--- src/design/stq_pkg.sv ---
// Shared types and constants for the sorted timer queue.
// Depends on nothing; used by the interfaces and the top-level module.
package stq_pkg;

  localparam int DEPTH_DEF   = 32;
  localparam int MAX_RESULTS = 32;
  localparam int TIME_W      = 32;
  localparam int DELAY_W     = 16;
  localparam int ID_W        = 8;
  localparam int KIND_W      = 2;

  typedef enum logic [KIND_W-1:0] {
    KIND_ACCEPT = 2'd0,
    KIND_FULL   = 2'd1,
    KIND_FIRED  = 2'd2
  } kind_e;

  typedef struct packed {
    logic [TIME_W-1:0] due;
    logic [ID_W-1:0]   id;
  } entry_t;

  // a strictly after b, wrap-safe
  function automatic logic is_after(input logic [TIME_W-1:0] a, input logic [TIME_W-1:0] b);
    logic [TIME_W-1:0] d;
    d = a - b;
    return (d != '0) && !d[TIME_W-1];
  endfunction

endpackage

--- src/design/stq_if.sv ---
// Valid/ready channel interfaces for the timer queue input and result words.
// Depends on stq_pkg.
interface stq_in_if;
  import stq_pkg::*;
  logic               valid;
  logic               ready;
  logic               mode;
  logic [DELAY_W-1:0] delay;
  logic [ID_W-1:0]    timer_id;

  modport source(output valid, mode, delay, timer_id, input ready);
  modport sink(input valid, mode, delay, timer_id, output ready);
endinterface

interface stq_out_if;
  import stq_pkg::*;
  logic              valid;
  logic              ready;
  logic [KIND_W-1:0] kind;
  logic [ID_W-1:0]   fired_id;
  logic [TIME_W-1:0] due_time;
  logic              last;

  modport source(output valid, kind, fired_id, due_time, last, input ready);
  modport sink(input valid, kind, fired_id, due_time, last, output ready);
endinterface

--- src/design/stq_ram.sv ---
// Generic single-write, single-read RAM with registered read data.
// No dependencies.
module stq_ram #(
  parameter int WIDTH = 8,
  parameter int DEPTH = 32
) (
  input  logic                     clk_i,
  input  logic                     we_i,
  input  logic [$clog2(DEPTH)-1:0] waddr_i,
  input  logic [WIDTH-1:0]         wdata_i,
  input  logic                     re_i,
  input  logic [$clog2(DEPTH)-1:0] raddr_i,
  output logic [WIDTH-1:0]         rdata_o
);

  logic [WIDTH-1:0] mem_q [DEPTH];
  logic [WIDTH-1:0] rdata_q;

  always_ff @(posedge clk_i) begin
    if (we_i) begin
      mem_q[waddr_i] <= wdata_i;
    end
    if (re_i) begin
      rdata_q <= mem_q[raddr_i];
    end
  end

  assign rdata_o = rdata_q;

endmodule

--- src/design/sorted_timer_queue.sv ---
// Top level of the sorted timer queue: sequencer, time counter and result staging.
// Depends on stq_pkg, stq_in_if, stq_out_if and stq_ram.
//
// Usage: in_i takes words with mode (0 set a timer, 1 one tick), delay and
// timer_id. out_o returns result words: accepted, full, or fired, with
// last set on the final word caused by an input word.
// Timers live in one RAM as a circular list sorted by due time. A set word
// scans forward from the oldest entry, then moves the later entries up one
// slot and writes the new one. Firing reads the oldest entry. One input word
// is processed at a time; in_i.ready is high only between words. Each RAM
// step is a read state followed by a wait state, since the RAM read data is
// registered.
// Each result waits in a staging register until the next entry is checked,
// so last can be set; a stalled out_o holds the sequencer at that point,
// while the word already in the output register stays stable.
// Reset clears the time counter, the list head and the entry count; the RAM
// needs no clearing since only occupied slots are read.
module sorted_timer_queue #(
  parameter int DEPTH = stq_pkg::DEPTH_DEF
) (
  input  logic      clk_i,
  input  logic      rst_ni,
  stq_in_if.sink    in_i,
  stq_out_if.source out_o
);
  import stq_pkg::*;

  localparam int SW = $clog2(DEPTH);
  localparam int CW = $clog2(DEPTH + 1);
  localparam int KW = $clog2(MAX_RESULTS + 1);
  localparam logic [CW:0]   DEPTH_W = (CW + 1)'(DEPTH);
  localparam logic [CW-1:0] FULL_CNT = CW'(DEPTH);
  localparam logic [KW-1:0] MAX_K = KW'(MAX_RESULTS);

  localparam logic [2:0] S_IDLE     = 3'd0;
  localparam logic [2:0] S_SRCH     = 3'd1;
  localparam logic [2:0] S_SRCH_W   = 3'd2;
  localparam logic [2:0] S_SHIFT    = 3'd3;
  localparam logic [2:0] S_SHIFT_W  = 3'd4;
  localparam logic [2:0] S_FIRE_RD  = 3'd5;
  localparam logic [2:0] S_FIRE_CHK = 3'd6;
  localparam logic [2:0] S_FINISH   = 3'd7;

  function automatic logic [SW-1:0] slot_of(input logic [SW-1:0] head, input logic [CW-1:0] pos);
    logic [CW:0] s;
    s = (CW + 1)'(head) + (CW + 1)'(pos);
    if (s >= DEPTH_W) begin
      s = s - DEPTH_W;
    end
    return s[SW-1:0];
  endfunction

  logic [2:0]        state_q, state_d;
  logic [TIME_W-1:0] now_q, now_d;
  logic [SW-1:0]     oldest_q, oldest_d;
  logic [CW-1:0]     count_q, count_d;
  logic [CW-1:0]     pos_q, pos_d;
  logic [CW-1:0]     p_q, p_d;
  logic [KW-1:0]     k_q, k_d;
  logic [TIME_W-1:0] new_due_q, new_due_d;
  logic [ID_W-1:0]   new_id_q, new_id_d;

  logic              hold_valid_q, hold_valid_d;
  kind_e             hold_kind_q, hold_kind_d;
  logic [ID_W-1:0]   hold_id_q, hold_id_d;
  logic [TIME_W-1:0] hold_due_q, hold_due_d;

  logic              out_valid_q, out_valid_d;
  kind_e             out_kind_q, out_kind_d;
  logic [ID_W-1:0]   out_id_q, out_id_d;
  logic [TIME_W-1:0] out_due_q, out_due_d;
  logic              out_last_q, out_last_d;

  logic          ram_we, ram_re;
  logic [SW-1:0] ram_waddr, ram_raddr;
  entry_t        ram_wdata, ram_rdata;
  logic          out_free;

  stq_ram #(
    .WIDTH($bits(entry_t)),
    .DEPTH(DEPTH)
  ) u_ram (
    .clk_i  (clk_i),
    .we_i   (ram_we),
    .waddr_i(ram_waddr),
    .wdata_i(ram_wdata),
    .re_i   (ram_re),
    .raddr_i(ram_raddr),
    .rdata_o(ram_rdata)
  );

  assign in_i.ready     = (state_q == S_IDLE);
  assign out_o.valid    = out_valid_q;
  assign out_o.kind     = out_kind_q;
  assign out_o.fired_id = out_id_q;
  assign out_o.due_time = out_due_q;
  assign out_o.last     = out_last_q;

  assign out_free = !out_valid_q || out_o.ready;

  always_comb begin
    state_d      = state_q;
    now_d        = now_q;
    oldest_d     = oldest_q;
    count_d      = count_q;
    pos_d        = pos_q;
    p_d          = p_q;
    k_d          = k_q;
    new_due_d    = new_due_q;
    new_id_d     = new_id_q;
    hold_valid_d = hold_valid_q;
    hold_kind_d  = hold_kind_q;
    hold_id_d    = hold_id_q;
    hold_due_d   = hold_due_q;
    out_valid_d  = out_valid_q;
    out_kind_d   = out_kind_q;
    out_id_d     = out_id_q;
    out_due_d    = out_due_q;
    out_last_d   = out_last_q;
    ram_we       = 1'b0;
    ram_re       = 1'b0;
    ram_waddr    = slot_of(oldest_q, p_q);
    ram_raddr    = oldest_q;
    ram_wdata    = ram_rdata;

    if (out_o.ready) begin
      out_valid_d = 1'b0;
    end

    case (state_q)
      S_IDLE: begin
        if (in_i.valid) begin
          k_d = '0;
          if (in_i.mode) begin
            now_d   = now_q + 1'b1;
            state_d = S_FIRE_RD;
          end else begin
            new_due_d = now_q + TIME_W'(in_i.delay);
            new_id_d  = in_i.timer_id;
            if (count_q == FULL_CNT) begin
              hold_valid_d = 1'b1;
              hold_kind_d  = KIND_FULL;
              hold_id_d    = '0;
              hold_due_d   = '0;
              state_d      = S_FINISH;
            end else begin
              pos_d   = '0;
              state_d = S_SRCH;
            end
          end
        end
      end
      S_SRCH: begin
        if (pos_q == count_q) begin
          p_d     = count_q;
          state_d = S_SHIFT;
        end else begin
          ram_re    = 1'b1;
          ram_raddr = slot_of(oldest_q, pos_q);
          state_d   = S_SRCH_W;
        end
      end
      S_SRCH_W: begin
        if (is_after(ram_rdata.due, new_due_q)) begin
          p_d     = count_q;
          state_d = S_SHIFT;
        end else begin
          pos_d   = pos_q + 1'b1;
          state_d = S_SRCH;
        end
      end
      S_SHIFT: begin
        if (p_q == pos_q) begin
          ram_we        = 1'b1;
          ram_waddr     = slot_of(oldest_q, pos_q);
          ram_wdata.due = new_due_q;
          ram_wdata.id  = new_id_q;
          count_d       = count_q + 1'b1;
          hold_valid_d  = 1'b1;
          hold_kind_d   = KIND_ACCEPT;
          hold_id_d     = '0;
          hold_due_d    = new_due_q;
          k_d           = KW'(1);
          state_d       = S_FIRE_RD;
        end else begin
          ram_re    = 1'b1;
          ram_raddr = slot_of(oldest_q, p_q - 1'b1);
          state_d   = S_SHIFT_W;
        end
      end
      S_SHIFT_W: begin
        ram_we    = 1'b1;
        ram_waddr = slot_of(oldest_q, p_q);
        p_d       = p_q - 1'b1;
        state_d   = S_SHIFT;
      end
      S_FIRE_RD: begin
        if (count_q == '0 || k_q == MAX_K) begin
          state_d = S_FINISH;
        end else begin
          ram_re    = 1'b1;
          ram_raddr = oldest_q;
          state_d   = S_FIRE_CHK;
        end
      end
      S_FIRE_CHK: begin
        if (is_after(ram_rdata.due, now_q)) begin
          state_d = S_FINISH;
        end else if (!hold_valid_q || out_free) begin
          if (hold_valid_q) begin
            out_valid_d = 1'b1;
            out_kind_d  = hold_kind_q;
            out_id_d    = hold_id_q;
            out_due_d   = hold_due_q;
            out_last_d  = 1'b0;
          end
          hold_valid_d = 1'b1;
          hold_kind_d  = KIND_FIRED;
          hold_id_d    = ram_rdata.id;
          hold_due_d   = ram_rdata.due;
          oldest_d     = (oldest_q == SW'(DEPTH - 1)) ? '0 : oldest_q + 1'b1;
          count_d      = count_q - 1'b1;
          k_d          = k_q + 1'b1;
          state_d      = S_FIRE_RD;
        end
      end
      S_FINISH: begin
        if (!hold_valid_q) begin
          state_d = S_IDLE;
        end else if (out_free) begin
          out_valid_d  = 1'b1;
          out_kind_d   = hold_kind_q;
          out_id_d     = hold_id_q;
          out_due_d    = hold_due_q;
          out_last_d   = 1'b1;
          hold_valid_d = 1'b0;
          state_d      = S_IDLE;
        end
      end
      default: begin
        state_d = S_IDLE;
      end
    endcase
  end

  always_ff @(posedge clk_i or negedge rst_ni) begin
    if (!rst_ni) begin
      state_q      <= S_IDLE;
      now_q        <= '0;
      oldest_q     <= '0;
      count_q      <= '0;
      hold_valid_q <= 1'b0;
      out_valid_q  <= 1'b0;
    end else begin
      state_q      <= state_d;
      now_q        <= now_d;
      oldest_q     <= oldest_d;
      count_q      <= count_d;
      hold_valid_q <= hold_valid_d;
      out_valid_q  <= out_valid_d;
    end
  end

  always_ff @(posedge clk_i) begin
    pos_q       <= pos_d;
    p_q         <= p_d;
    k_q         <= k_d;
    new_due_q   <= new_due_d;
    new_id_q    <= new_id_d;
    hold_kind_q <= hold_kind_d;
    hold_id_q   <= hold_id_d;
    hold_due_q  <= hold_due_d;
    out_kind_q  <= out_kind_d;
    out_id_q    <= out_id_d;
    out_due_q   <= out_due_d;
    out_last_q  <= out_last_d;
  end

endmodule
--- src/flat_wrapper.sv ---
// flat-port wrapper written by rule: the top's interface ports become plain ports
module sorted_timer_queue_flat import stq_pkg::*;
#(
  parameter int DEPTH = stq_pkg::DEPTH_DEF
)
  (clk_i, rst_ni, in_i_valid, in_i_mode, in_i_delay, in_i_timer_id, in_i_ready, out_o_valid, out_o_kind, out_o_fired_id, out_o_due_time, out_o_last, out_o_ready);
  stq_in_if in_i_i ();
  stq_out_if out_o_i ();
  input  logic clk_i;
  input  logic rst_ni;
  input wire logic [$bits(in_i_i.valid)-1:0] in_i_valid;
  input wire logic [$bits(in_i_i.mode)-1:0] in_i_mode;
  input wire logic [$bits(in_i_i.delay)-1:0] in_i_delay;
  input wire logic [$bits(in_i_i.timer_id)-1:0] in_i_timer_id;
  output wire logic [$bits(in_i_i.ready)-1:0] in_i_ready;
  output wire logic [$bits(out_o_i.valid)-1:0] out_o_valid;
  output wire logic [$bits(out_o_i.kind)-1:0] out_o_kind;
  output wire logic [$bits(out_o_i.fired_id)-1:0] out_o_fired_id;
  output wire logic [$bits(out_o_i.due_time)-1:0] out_o_due_time;
  output wire logic [$bits(out_o_i.last)-1:0] out_o_last;
  input wire logic [$bits(out_o_i.ready)-1:0] out_o_ready;
  assign in_i_i.valid = in_i_valid;
  assign in_i_i.mode = in_i_mode;
  assign in_i_i.delay = in_i_delay;
  assign in_i_i.timer_id = in_i_timer_id;
  assign in_i_ready = in_i_i.ready;
  assign out_o_valid = out_o_i.valid;
  assign out_o_kind = out_o_i.kind;
  assign out_o_fired_id = out_o_i.fired_id;
  assign out_o_due_time = out_o_i.due_time;
  assign out_o_last = out_o_i.last;
  assign out_o_i.ready = out_o_ready;
  sorted_timer_queue #(.DEPTH(DEPTH)) u_core (.clk_i(clk_i), .rst_ni(rst_ni), .in_i(in_i_i), .out_o(out_o_i));
endmodule
--- config.mk ---
export PLATFORM = sky130hd
export DESIGN_NAME = sorted_timer_queue_flat
export DESIGN_NICKNAME = d
export VERILOG_FILES = /design/src/design/stq_pkg.sv /design/src/design/stq_if.sv /design/src/design/stq_ram.sv /design/src/design/sorted_timer_queue.sv /design/src/flat_wrapper.sv
export SDC_FILE = /design/constraint.sdc
export NUM_CORES = 2
export LEC_CHECK = 0
export ABC_CLOCK_PERIOD_IN_PS = 10500
export BUFFER_PORTS_ARGS = -buffer_cell sky130_fd_sc_hd__buf_2
export CAP_MARGIN = 20
export CELL_PAD_IN_SITES_DETAIL_PLACEMENT = 0
export CELL_PAD_IN_SITES_GLOBAL_PLACEMENT = 2
export CORE_AREA = 8 8 376 378
export DETAILED_ROUTE_END_ITERATION = 10
export DIE_AREA = 0 0 384 386
export GPL_TIMING_DRIVEN = 0
export PLACE_DENSITY = 0.95
export SYNTH_ARGS = -nofsm -noshare
export SYNTH_HDL_FRONTEND = slang
export SYNTH_SLANG_ARGS = --single-unit
--- constraint.sdc ---
create_clock -name clk_i -period 10.5 [get_ports clk_i]
set_input_delay 2.1 -clock clk_i [delete_from_list [all_inputs] [get_ports clk_i]]
set_output_delay 2.1 -clock clk_i [all_outputs]
set_load 0.05 [all_outputs]
==> summary.txt <==
Run status = completed
WHS Path Cells = 0
R2R depth = 17
Final period util = 53.6%
Stages on the worst setup path = 17
Bufs on Longest Clock Path = 3
Grt total ovfl = 0
Routability congestion estimate = 0.924
Max_slew headroom = 22.4%
Die Footprint = 148000 um^2
Final min period = 5.63 ns
Routed Antenna Nets = 0
DRC = 0
Post-synth EDFFs = 1463
Routed WL = 197 mm
Largest net degree at the start of global routing = 33
Synth unique cells = 88
CTS tree = yes
Starting density of the core = 48.8%
Top delay family on crit path = simple AND/OR/NAND/NOR gates
Hold buffers post-CTS = 0
Initial antenna violation count = 10
Slew at the pin closest to its max-slew limit = 1.16 ns
CP most frequent cell = buf_6
Row Count = 135
Critical Path, Cell by Cell = inv_1, ha_1, fa_1, and2b_1, o2111ai_1, a311oi_2, mux2i_1, o31ai_1, nor4_1, nand3_1, or4_4, o21ai_4, nor2_2, nor3_2, buf_6, buf_6, buf_6
FFs w/ async S/R, synth = 3.18%
Gr usage total = 25.9%
Prevailing post-synth register cell = edfxtp_1
Clk sink count = 1511
Crit path max-delay cell type = or4_4
CP arrival = 6.09 ns
Syn Nets = 5118
Yosys Warn Count = 0
Largest cells by area after synthesis = edfxtp_1 (67%), a211oi_1 (5.1%), nand2_1 (4.5%)
Hold_sp = u_core.hold_due_q[10]$_DFFE_PP_
CP Capture Type = register
Drt pass-1 iters = 6
Kind of critical path = register to register
DP Area = 69800 um^2
IO Port Bufs = 73
Synth area leader = edfxtp_1
Global-route wire length before repair = 282 mm
Critical path required time = 10.96 ns
Max Slew Vio Count = 0
Fin. Hold Viols = 0
Setup violators final = 0
CTS root buffer = clkbuf_16
Die W = 384 um
Synth Area per Inst = 13.2 um^2
Final Util = 55.3%
MaxCap Viol Count = 0
Number of CTS-inserted buffers = 152
Critical path fanouts, max = 14
Cells after Synth = 4981
Synth top area share = 66.8%
Vias in the first global route = 42200
Critical path startpoint = u_core.u_ram.rdata_o[8]$_DFFE_PP_
Wire length per cell = 27.5 um
Cts repair resizes = 0
Core area = 135000 um^2
Synthesized cell area = 65800 um^2
WP buf/inv = 4
Slowest cell delay on critical path = 0.59 ns
Unrepaired setup endpoints after global routing = no
Final nets = 5406
Area Growth Syn to Fin = 13.4%
Starting DRC count in detailed routing = 4973
Max Clk Rate = 0.178 GHz
Via count = 44000
Worst-Skew Late Latency = 0.79 ns
Startpoint types = register
Detail Placement HPWL = 136 mm
# Post-CTS Setup Buffers = 0
Yosys reg bits = 1511
Finished Cell Area = 74600 um^2
Chip height = 386 um
Clk_skew = 0.0338 ns
Sequential cell area fraction in the yosys report = 68.6%
Share of cells above drive strength 1 = 9.84%
Worst hold path class = register to register
I/O pin count = 74
Vias/cell = 6.13
Reg2reg start = u_core.u_ram.rdata_o[8]$_DFFE_PP_
H-tree depth = 4
Clk pin slew, worst setup/hold paths = 0.06 ns
[synth_stat cells (5+ instances only)]
| cell type | number |
|---|---|
| nand3b_1 | 5 |
| a21boi_0 | 8 |
| o22ai_1 | 7 |
| a21oi_1 | 218 |
| o21bai_1 | 12 |
| o2111ai_1 | 6 |
| and2_1 | 310 |
| a311oi_1 | 164 |
| nor3_1 | 31 |
| nor2_1 | 148 |
| o21ai_1 | 7 |
| nand2_1 | 781 |
| edfxtp_1 | 1463 |
| o21ai_0 | 90 |
| nand4_1 | 21 |
| dfrtp_1 | 48 |
| or3_1 | 9 |
| o31ai_1 | 7 |
| nor4b_1 | 5 |
| buf_1 | 9 |
| a221o_1 | 6 |
| mux2i_1 | 11 |
| o21a_1 | 16 |
| o211ai_1 | 11 |
| nor2b_1 | 8 |
| nand2b_1 | 18 |
| ha_1 | 101 |
| nor4_1 | 16 |
| mux2_2 | 51 |
| clkbuf_1 | 241 |
| nand3_1 | 40 |
| and3_1 | 15 |
| xor2_1 | 35 |
| a211oi_1 | 445 |
| a21o_1 | 74 |
| inv_1 | 107 |
| buf_2 | 65 |
| fa_1 | 7 |
| a31oi_1 | 173 |
| and2_0 | 24 |
| xnor2_1 | 86 |
[worst register-to-register path: stages, from the launching register on]
cell,delay (ns)
edfxtp_1,0.44
inv_1,0.26
ha_1,0.32
fa_1,0.40
and2b_1,0.24
o2111ai_1,0.22
a311oi_2,0.41
mux2i_1,0.41
o31ai_1,0.16
nor4_1,0.27
nand3_1,0.13
or4_4,0.59
o21ai_4,0.32
nor2_2,0.11
nor3_2,0.38
buf_6,0.24
buf_6,0.19
buf_6,0.20
[area by class of cell]
type,count,area (um^2)
fillers,10800,60400
flip-flops and latches,1511,45100
multi-input cells,3044,19300
clock buffers,196,4060
well taps,1781,2230
repair buffers,134,1440
plain buffers,318,1290
clock inverters,76,703
inverters,108,405
diodes,9,22.5
[stage by stage]
step	TNS (ns)	worst slack [ns]	hold WS, ns	cells
detailed placement	0	4.62	0.405	6893
global placement	-0.590	-0.0252	0.401	6835
finish	0	4.87	0.417	7177
global route	0	4.71	0.426	7172
CTS	0	4.88	0.419	7165
floorplan	0	3.66	0.400	4981
[kinds of logic after synthesis]
logic type / Yosys count / share of synthesized area (%)
AOI/OAI and AO/OA: 1294 / 13.7
xor gates and xnor gates: 121 / 1.61
adders and majority gates: 108 / 2.13
buffers and inverters: 426 / 2.57
DFF: 1511 / 68.6
muxes: 62 / 1.04
and+or+nand+nor: 1459 / 10.3
[per-layer routing]
metal  GRT usage [%]  vias to the layer above  part of all wire [%]  routed length, um
li1                -                    19600                     -                  -
met1            35.0                    21700                    40              78400
met2            41.0                     2234                    46              90600
met3            5.54                      412                    10              19700
met4            10.7                        0                   4.4               8660
met5               0                        -                     0                  0
[state kept, by name (all words and copies together) (netlist names), 3 cells and up]
register and flops:
u_core.hold_id_q 8, u_core.p_q 6, u_core.k_q 6, u_core.now_q 32, u_core.hold_due_q 32, u_core.u_ram.rdata_o 40
u_core.pos_q 6, u_core.new_id_q 8, u_core.out_o.fired_id 8, u_core.u_ram.mem_q 1280, u_core.state_q 3, u_core.out_o.due_time 32
u_core.count_q 6, u_core.new_due_q 32, u_core.oldest_q 5
[placed cells by master (no fill, tap or decap), types with 26 or more instances in the layout]
cell type  synthesis  final
a21o_1            74     74
clkinv_2           0     26
o21ai_0           90     88
dfrtp_1           48     48
clkinv_1           1     26
nor2_1           148    116
and2_1           310    310
xor2_1            35     35
inv_1            107    107
nand3_1           40     40
mux2_2            51     51
buf_2             65    138
nand2_1          781    781
a211oi_1         445    444
a21oi_1          218    217
a31oi_1          173    170
ha_1             101    101
a311oi_1         164    164
buf_12             0     37
nor3_1            31     30
nor2_4             1     33
xnor2_1           86     85
clkbuf_16          0    155
clkbuf_1         241    278
edfxtp_1        1463   1463
[final timing paths]
path                                                        to  slack [ns]
max                         u_core.out_o.due_time[3]$_DFFE_PP_        4.87
max in group asynchronous          u_core.now_q[3]$_DFFE_PN0P_        8.64
min in group asynchronous        u_core.state_q[2]$_DFFE_PN0P_        1.26
min                        u_core.out_o.due_time[10]$_DFFE_PP_        0.42
min reg2reg                u_core.out_o.due_time[10]$_DFFE_PP_        0.42
max reg2reg                 u_core.out_o.due_time[3]$_DFFE_PP_        4.87
Power is left out: the tool's default activity adds up to more than one toggle a clock period on the data nets, which glitch-free logic cannot reach.
